<file path="src/design/ats_pkg.sv">
// shared types and constants for the aligned transfer splitter
// no dependencies
`timescale 1ns / 1ps

package ats_pkg;

   localparam int MAX_BYTES   = 64;
   localparam int CNT_W       = 7;
   localparam int OFS_W       = 16;
   localparam int QUEUE_DEPTH = 2;
   localparam int QUEUE_AW    = $clog2(QUEUE_DEPTH);

   localparam logic       OP_COPY = 1'b0;
   localparam logic       OP_FILL = 1'b1;

   localparam logic [1:0] WC_1B = 2'd0;
   localparam logic [1:0] WC_2B = 2'd1;
   localparam logic [1:0] WC_4B = 2'd2;
   localparam logic [1:0] WC_8B = 2'd3;

   typedef struct packed {
      logic                    op;
      logic signed [OFS_W-1:0] dst_offset;
      logic signed [OFS_W-1:0] src_offset;
      logic [CNT_W-1:0]        byte_count;
   } req_type;

   typedef struct packed {
      logic [1:0]              width_code;
      logic signed [OFS_W-1:0] chunk_dst;
      logic signed [OFS_W-1:0] chunk_src;
      logic                    last;
   } rsp_type;

   typedef struct packed {
      logic             fill;
      logic [OFS_W-1:0] dst;
      logic [OFS_W-1:0] src;
      logic [CNT_W-1:0] count;
   } job_type;

endpackage

</file>
<file path="src/design/ats_front.sv">
// request intake: saturates the count, drops zero-count and self-copy requests, builds jobs
// depends on ats_pkg
`timescale 1ns / 1ps

module ats_front import ats_pkg::*; (
   input  logic    req_valid,
   output logic    req_ready,
   input  req_type req_data,
   input  logic    job_ready,
   output logic    job_valid,
   output job_type job_data
);

   logic             fill;
   logic [CNT_W-1:0] count_sat;
   logic             useful;

   always_comb begin
      fill      = (req_data.op == OP_FILL);
      count_sat = (req_data.byte_count > CNT_W'(MAX_BYTES)) ? CNT_W'(MAX_BYTES)
                                                            : req_data.byte_count;
      useful    = (count_sat != '0) &&
                  (fill || (req_data.dst_offset != req_data.src_offset));
      job_data.fill  = fill;
      job_data.dst   = req_data.dst_offset;
      job_data.src   = fill ? '0 : req_data.src_offset;
      job_data.count = count_sat;
   end

   // empty requests are taken and dropped
   assign req_ready = job_ready;
   assign job_valid = req_valid && useful;

endmodule

</file>
<file path="src/design/ats_queue.sv">
// short job queue between intake and chunk sequencer
// depends on ats_pkg
`timescale 1ns / 1ps

module ats_queue import ats_pkg::*; (
   input  logic    clock,
   input  logic    reset,
   input  logic    push_valid,
   output logic    push_ready,
   input  job_type push_data,
   output logic    pop_valid,
   input  logic    pop_ready,
   output job_type pop_data
);

   job_type             entry_ff [QUEUE_DEPTH];
   logic [QUEUE_AW-1:0] wr_ptr_ff, wr_ptr_in;
   logic [QUEUE_AW-1:0] rd_ptr_ff, rd_ptr_in;
   logic [QUEUE_AW:0]   count_ff, count_in;
   logic                push, pop;

   assign push_ready = (count_ff != (QUEUE_AW+1)'(QUEUE_DEPTH));
   assign pop_valid  = (count_ff != '0);
   assign pop_data   = entry_ff[rd_ptr_ff];
   assign push       = push_valid && push_ready;
   assign pop        = pop_valid && pop_ready;

   always_comb begin
      wr_ptr_in = wr_ptr_ff;
      rd_ptr_in = rd_ptr_ff;
      count_in  = count_ff;
      if (push) begin
         wr_ptr_in = (wr_ptr_ff == QUEUE_AW'(QUEUE_DEPTH-1)) ? '0 : wr_ptr_ff + 1'b1;
      end
      if (pop) begin
         rd_ptr_in = (rd_ptr_ff == QUEUE_AW'(QUEUE_DEPTH-1)) ? '0 : rd_ptr_ff + 1'b1;
      end
      if (push && !pop) begin
         count_in = count_ff + 1'b1;
      end else if (pop && !push) begin
         count_in = count_ff - 1'b1;
      end
   end

   always_ff @(posedge clock) begin
      if (reset) begin
         wr_ptr_ff <= '0;
         rd_ptr_ff <= '0;
         count_ff  <= '0;
      end else begin
         wr_ptr_ff <= wr_ptr_in;
         rd_ptr_ff <= rd_ptr_in;
         count_ff  <= count_in;
      end
   end

   always_ff @(posedge clock) begin
      if (push) begin
         entry_ff[wr_ptr_ff] <= push_data;
      end
   end

`ifndef SYNTH
   a_count_bound: assert property (@(posedge clock) disable iff (reset)
      count_ff <= (QUEUE_AW+1)'(QUEUE_DEPTH))
      else $error("queue count above depth");
   a_ptr_gap: assert property (@(posedge clock) disable iff (reset)
      (count_ff == '0) |-> (wr_ptr_ff == rd_ptr_ff))
      else $error("empty queue with pointers apart");
   a_pop_count: assert property (@(posedge clock) disable iff (reset)
      (pop && !push) |=> (count_ff == $past(count_ff) - 1'b1))
      else $error("pop did not lower count");
`endif

endmodule

</file>
<file path="src/design/ats_back.sv">
// chunk sequencer: walks one job, one chunk a beat while the output register can take it, into that register
// depends on ats_pkg
`timescale 1ns / 1ps

module ats_back import ats_pkg::*; (
   input  logic    clock,
   input  logic    reset,
   input  logic    job_valid,
   output logic    job_ready,
   input  job_type job_data,
   output logic    rsp_valid,
   input  logic    rsp_ready,
   output rsp_type rsp_data
);

   logic             busy_ff, busy_in;
   logic             fill_ff;
   logic [OFS_W-1:0] dst_ff, src_ff;
   logic [CNT_W-1:0] left_ff;
   logic             rsp_valid_ff, rsp_valid_in;
   rsp_type          rsp_data_ff;

   logic             step, load;
   logic [2:0]       align;
   logic [1:0]       code;
   logic [CNT_W-1:0] width_bytes;
   logic [CNT_W-1:0] left_rem;

   assign job_ready = !busy_ff;
   assign load      = job_valid && job_ready;
   assign step      = busy_ff && (!rsp_valid_ff || rsp_ready);
   assign rsp_valid = rsp_valid_ff;
   assign rsp_data  = rsp_data_ff;

   always_comb begin
      align = fill_ff ? dst_ff[2:0] : (dst_ff[2:0] | src_ff[2:0]);
      if (left_ff >= CNT_W'(8) && align == 3'd0) begin
         code = WC_8B;
      end else if (left_ff >= CNT_W'(4) && align[1:0] == 2'd0) begin
         code = WC_4B;
      end else if (left_ff >= CNT_W'(2) && !align[0]) begin
         code = WC_2B;
      end else begin
         code = WC_1B;
      end
      width_bytes = CNT_W'(1) << code;
      left_rem    = left_ff - width_bytes;

      busy_in      = busy_ff;
      rsp_valid_in = rsp_valid_ff;
      if (step) begin
         busy_in      = (left_rem != '0);
         rsp_valid_in = 1'b1;
      end else if (rsp_ready) begin
         rsp_valid_in = 1'b0;
      end
      if (load) begin
         busy_in = 1'b1;
      end
   end

   always_ff @(posedge clock) begin
      if (reset) begin
         busy_ff      <= 1'b0;
         rsp_valid_ff <= 1'b0;
      end else begin
         busy_ff      <= busy_in;
         rsp_valid_ff <= rsp_valid_in;
      end
   end

   always_ff @(posedge clock) begin
      if (load) begin
         fill_ff <= job_data.fill;
         dst_ff  <= job_data.dst;
         src_ff  <= job_data.src;
         left_ff <= job_data.count;
      end else if (step) begin
         dst_ff  <= dst_ff + OFS_W'(width_bytes);
         src_ff  <= fill_ff ? src_ff : src_ff + OFS_W'(width_bytes);
         left_ff <= left_rem;
      end
      if (step) begin
         rsp_data_ff.width_code <= code;
         rsp_data_ff.chunk_dst  <= dst_ff;
         rsp_data_ff.chunk_src  <= src_ff;
         rsp_data_ff.last       <= (left_rem == '0);
      end
   end

`ifndef SYNTH
   a_left_nonzero: assert property (@(posedge clock) disable iff (reset)
      busy_ff |-> (left_ff != '0))
      else $error("active job with nothing left");
   a_no_overrun: assert property (@(posedge clock) disable iff (reset)
      busy_ff |-> (width_bytes <= left_ff))
      else $error("chunk wider than remaining count");
   a_last_ends: assert property (@(posedge clock) disable iff (reset)
      (step && left_rem == '0) |=> !busy_ff)
      else $error("job still active after last chunk");
   a_step_shows: assert property (@(posedge clock) disable iff (reset)
      step |=> rsp_valid_ff)
      else $error("chunk produced but not presented");
`endif

endmodule

</file>
<file path="src/design/aligned_transfer_splitter_top.sv">
// top level of the aligned transfer splitter
// depends on ats_pkg, ats_front, ats_queue, ats_back
`timescale 1ns / 1ps

// Splits a copy or zero-fill request into chunks of 8, 4, 2 or 1 bytes, the
// widest that the remaining count and the offset alignment allow; a zero
// count or a copy onto itself gives no beats. The chunk sequencer emits one
// chunk a cycle into an output register while that register is empty or
// rsp_ready is high. Requests are taken into a two-deep job queue while an
// earlier request is still being split, so intake stalls only when the queue
// is full.

module aligned_transfer_splitter_top import ats_pkg::*; (
   input  logic    clock,
   input  logic    reset,
   input  logic    req_valid,
   output logic    req_ready,
   input  req_type req_data,
   output logic    rsp_valid,
   input  logic    rsp_ready,
   output rsp_type rsp_data
);

   logic    front_valid, front_ready;
   job_type front_job;
   logic    back_valid, back_ready;
   job_type back_job;

   ats_front u_front (
      .req_valid (req_valid),
      .req_ready (req_ready),
      .req_data  (req_data),
      .job_ready (front_ready),
      .job_valid (front_valid),
      .job_data  (front_job)
   );

   ats_queue u_queue (
      .clock      (clock),
      .reset      (reset),
      .push_valid (front_valid),
      .push_ready (front_ready),
      .push_data  (front_job),
      .pop_valid  (back_valid),
      .pop_ready  (back_ready),
      .pop_data   (back_job)
   );

   ats_back u_back (
      .clock     (clock),
      .reset     (reset),
      .job_valid (back_valid),
      .job_ready (back_ready),
      .job_data  (back_job),
      .rsp_valid (rsp_valid),
      .rsp_ready (rsp_ready),
      .rsp_data  (rsp_data)
   );

endmodule
</file>
<file path="config.mk">
export PLATFORM = sky130hd
export DESIGN_NAME = aligned_transfer_splitter_top
export DESIGN_NICKNAME = d
export VERILOG_FILES = /design/src/design/ats_pkg.sv /design/src/design/ats_front.sv /design/src/design/ats_queue.sv /design/src/design/ats_back.sv /design/src/design/aligned_transfer_splitter_top.sv
export SDC_FILE = /design/constraint.sdc
export NUM_CORES = 1
export LEC_CHECK = 0
export BUFFER_PORTS_ARGS = -buffer_cell sky130_fd_sc_hd__clkbuf_2
export CAP_MARGIN = 15
export CORE_AREA = 2 2 135 98
export DETAILED_ROUTE_END_ITERATION = 7
export DIE_AREA = 0 0 137 100
export PLACE_DENSITY = 0.83
export SYNTH_ARGS = -nofsm -noshare
export SYNTH_HDL_FRONTEND = slang
export SYNTH_SLANG_ARGS = --single-unit
</file>
<file path="constraint.sdc">
create_clock -name clock -period 8.85 [get_ports clock]
set_input_delay 1.3275 -clock clock [delete_from_list [all_inputs] [get_ports clock]]
set_output_delay 1.3275 -clock clock [all_outputs]
set_load 0.03 [all_outputs]
</file>
==> results.sh <==
export IMPL_outcome="finished clean"
export IMPL_cts_sinks=162
export IMPL_critPathKind="reg2reg"
export IMPL_r2r_start="u_back.left_ff[4]"
export IMPL_synth_xor_area_share_pct=5.98
export IMPL_rows=35
export IMPL_cts_hold_fix_buffers=0
export IMPL_critPathSlowestCell="nor4_1"
export IMPL_dieArea_sq_mm=0.0137
export IMPL_yosysMostFrequentCell="edfxtp_1"
export IMPL_path_cells="nor4_1, nand2b_1, o21ai_1, or2_2, inv_1, ha_1, a21oi_1, o211ai_1, nand4_1, xnor2_1, a21oi_1"
export IMPL_worst_slew_pin_slew_ns=1.01
export IMPL_post_cts_setup_buffers=0
export IMPL_cts_tree="done"
export IMPL_grt_first_pass_wirelength_microns=23900
export IMPL_dp_slack_ns=5.27
export IMPL_synth_warnings=0
export IMPL_grt_max_degree=70
export IMPL_drive_above_1_share_pct=20.5
export IMPL_wl_met3_microns=1370
export IMPL_antenna_found_initial=0
export IMPL_period_needed_ns=3.48
export IMPL_power_per_cell_area_mw_per_mm2=408
export IMPL_synth_async_reset_ratio_pct=0
export IMPL_arrival_ns=3.61
export IMPL_timing_setup_tns_ns=0
export IMPL_dr_max_layer_used="met4"
export IMPL_ys_ff_latch=162
export IMPL_syn_avg_cell_area_sq_um=13.8
export IMPL_crit_path_frequent_cell="a21oi_1"
export IMPL_synth_flop_cell="edfxtp_1"
export IMPL_boundaryPins=81
export IMPL_syn_area_sq_mm=0.00717
export IMPL_viasPerCell=5.84
export IMPL_synth_top_area_cell="edfxtp_1"
export IMPL_routed_wl_microns=15300
export IMPL_start_kind="flip-flop"
export IMPL_period_share_pct=39.3
export IMPL_postSynthCellCount=520
export IMPL_cts_buffer_depth=2
export IMPL_muxShareOfSynthArea_pct=1.55
export IMPL_crit_path_end_kind="flip-flop"
export IMPL_die_w_microns=137
export IMPL_rsz0062_at_grt="false"
export IMPL_num_antenna_cells=0
export IMPL_dpl_hpwl_microns=10300
export IMPL_critPathMaxFanout=6
export IMPL_cts_root_buf="clkbuf_16"
export IMPL_grt_ovfl_total=0
export IMPL_crit_start="u_back.left_ff[4]"
export IMPL_fin_ws_ns=5.37
export IMPL_max_cap_viol_count=0
export IMPL_clk_latency_ns=0.42
export IMPL_clkSlewWorstSetupHoldPaths_ns=0.06
export IMPL_drt_met1_wl_microns=6760
export IMPL_die_h_microns=100
export IMPL_synthSimpleGateAreaFrac_pct=10.7
export IMPL_synth_edf_count=155
export IMPL_yosysTopAreaCellShare_pct=64.9
export IMPL_drt_iter0_markers=473
export IMPL_hold_viol=0
export IMPL_setup_viol=0
export IMPL_fmax_mhz=288
export IMPL_wl_met2_microns=6990
export IMPL_synthAdderAreaFrac_pct=3.10
export IMPL_vias=4584
export IMPL_drc_errors=0
export IMPL_hp_class="reg2reg"
export IMPL_synth_compound_area_share_pct=9.85
export IMPL_irDropWorstVdd_v=0.000192
export IMPL_synth_commonest_cells="edfxtp_1 (155), nor2b_1 (53), a21oi_1 (41)"
export IMPL_leakage_nw=3.02
export IMPL_maxSlewHeadroom_pct=32.2
export IMPL_fin_worst_skew_ns=0.00834
export IMPL_cts_max_level=4
export IMPL_fill_cells=888
export IMPL_cts_resized=0
export IMPL_grt_pass1_vias=4352
export IMPL_ys_seq_area_share_pct=66.8
export IMPL_drv_slew=0
export IMPL_synth_area_leaders="edfxtp_1 (65%), nor2b_1 (4.6%), a211oi_1 (3.2%)"
export IMPL_final_util_pct=67.0
export IMPL_ant_nets=0
export IMPL_slowest_delay_ns=0.53
export IMPL_synth_top_family_by_area="simple AND/OR/NAND/NOR gates"
export IMPL_nets=666
export IMPL_synth_fp_nets=580
export IMPL_grt_usage_pct=23.8
export IMPL_synth_cell_types=48
export IMPL_cts_made_buffers=17
export IMPL_core_sq_mm=0.0126
export IMPL_wl_per_cell_microns=19.5
export IMPL_gp_congestion=0.862
export IMPL_dr_pass1_iters=5
export IMPL_io_buffers=80
export IMPL_min_from="u_back.dst_ff[15]"
export IMPL_cp_required_ns=8.99
export IMPL_initial_utilization_pct=56.9
export IMPL_area_delta_synth_final_pct=17.8
worst max-delay path, delay by kind of cell, from the launching register on:
family,cells,cell delay [ns]
buffers and inverters,1,0.11
and+or+nand+nor,4,1.15
xor gates and xnor gates,1,0.20
AOI/OAI and AO/OA,4,1.01
adders and majority gates,1,0.28
DFF,1,0.44
per-stage QoR:
step,area (sq um),power (W),cells,hold WS (ns)
after floorplan,7170,0.00224,520,0.421
after global placement,7770,0.00253,752,0.451
after detailed placement,7770,0.00259,752,0.452
after CTS,8430,0.00344,784,0.496
after global routing,8450,0.00364,785,0.515
final,8450,0.00345,785,0.503
logic make-up after synthesis:
kind of cell,after synthesis
DFF,162
adders and majority gates,16
muxes,11
xor gates and xnor gates,49
and+or+nand+nor,134
buffers and inverters,38
AOI/OAI and AO/OA,110
sequential cells by signal, indices dropped and copies added, names as in the netlist, named ones only:
name / count
u_back.src_ff: 16
u_queue.entry_ff: 80
u_queue.wr_ptr_ff: 1
u_back.left_ff: 7
u_back.busy_ff: 1
u_back.dst_ff: 16
u_queue.rd_ptr_ff: 1
u_back.rsp_data: 35
u_queue.count_ff: 2
u_back.fill_ff: 1
u_back.rsp_valid: 1
layout make-up:
| class | instances | area, sq um | share of cell area (%) |
|---|---|---|---|
| Clock buffer | 19 | 433 | 5.12 |
| Clock inverter | 13 | 231 | 2.74 |
| Inverter | 19 | 71.3 | 0.844 |
| Multi-Input combinational cell | 320 | 2250 | 26.7 |
| Sequential cell | 162 | 4800 | 56.8 |
| Tap cell | 166 | 208 | 2.46 |
| Timing Repair Buffer | 86 | 458 | 5.42 |
report_power, final:
part / internal (W) / leakage, nW / switching [W]
clock network: 0.000530 / 0.319 / 0.000295
registers: 0.00123 / 1.53 / 0.000168
logic: 0.000413 / 1.18 / 0.000808
cells in the final DEF (no fill, tap or decap), types with 10 or more instances in the layout:
master and count:
xor2_1 24, mux2i_1 10, inv_1 18, clkbuf_2 80
xnor2_1 25, a21oi_1 41, edfxtp_1 155, nand3_1 14
ha_1 13, nor2b_1 52, nor2_1 13, a211oi_1 31
clkbuf_16 17, nand2_1 19
layer usage:
metal,global-route usage [%],vias to the layer above
li1,-,2123
met1,33.9,2238
met2,35.6,206
met3,7.22,17
met4,7.77,0
met5,0,-
path summary, 6_finish.rpt:
kind / slack, ns / cells after the start / end
hold / removal: 0.50 / 0 / u_back.rsp_data[32]
hold reg to reg: 0.50 / 0 / u_back.rsp_data[32]
setup / recovery: 5.37 / 11 / u_back.src_ff[13]
setup reg to reg: 5.37 / 11 / u_back.src_ff[13]
(Power assumes the default switching activity.)
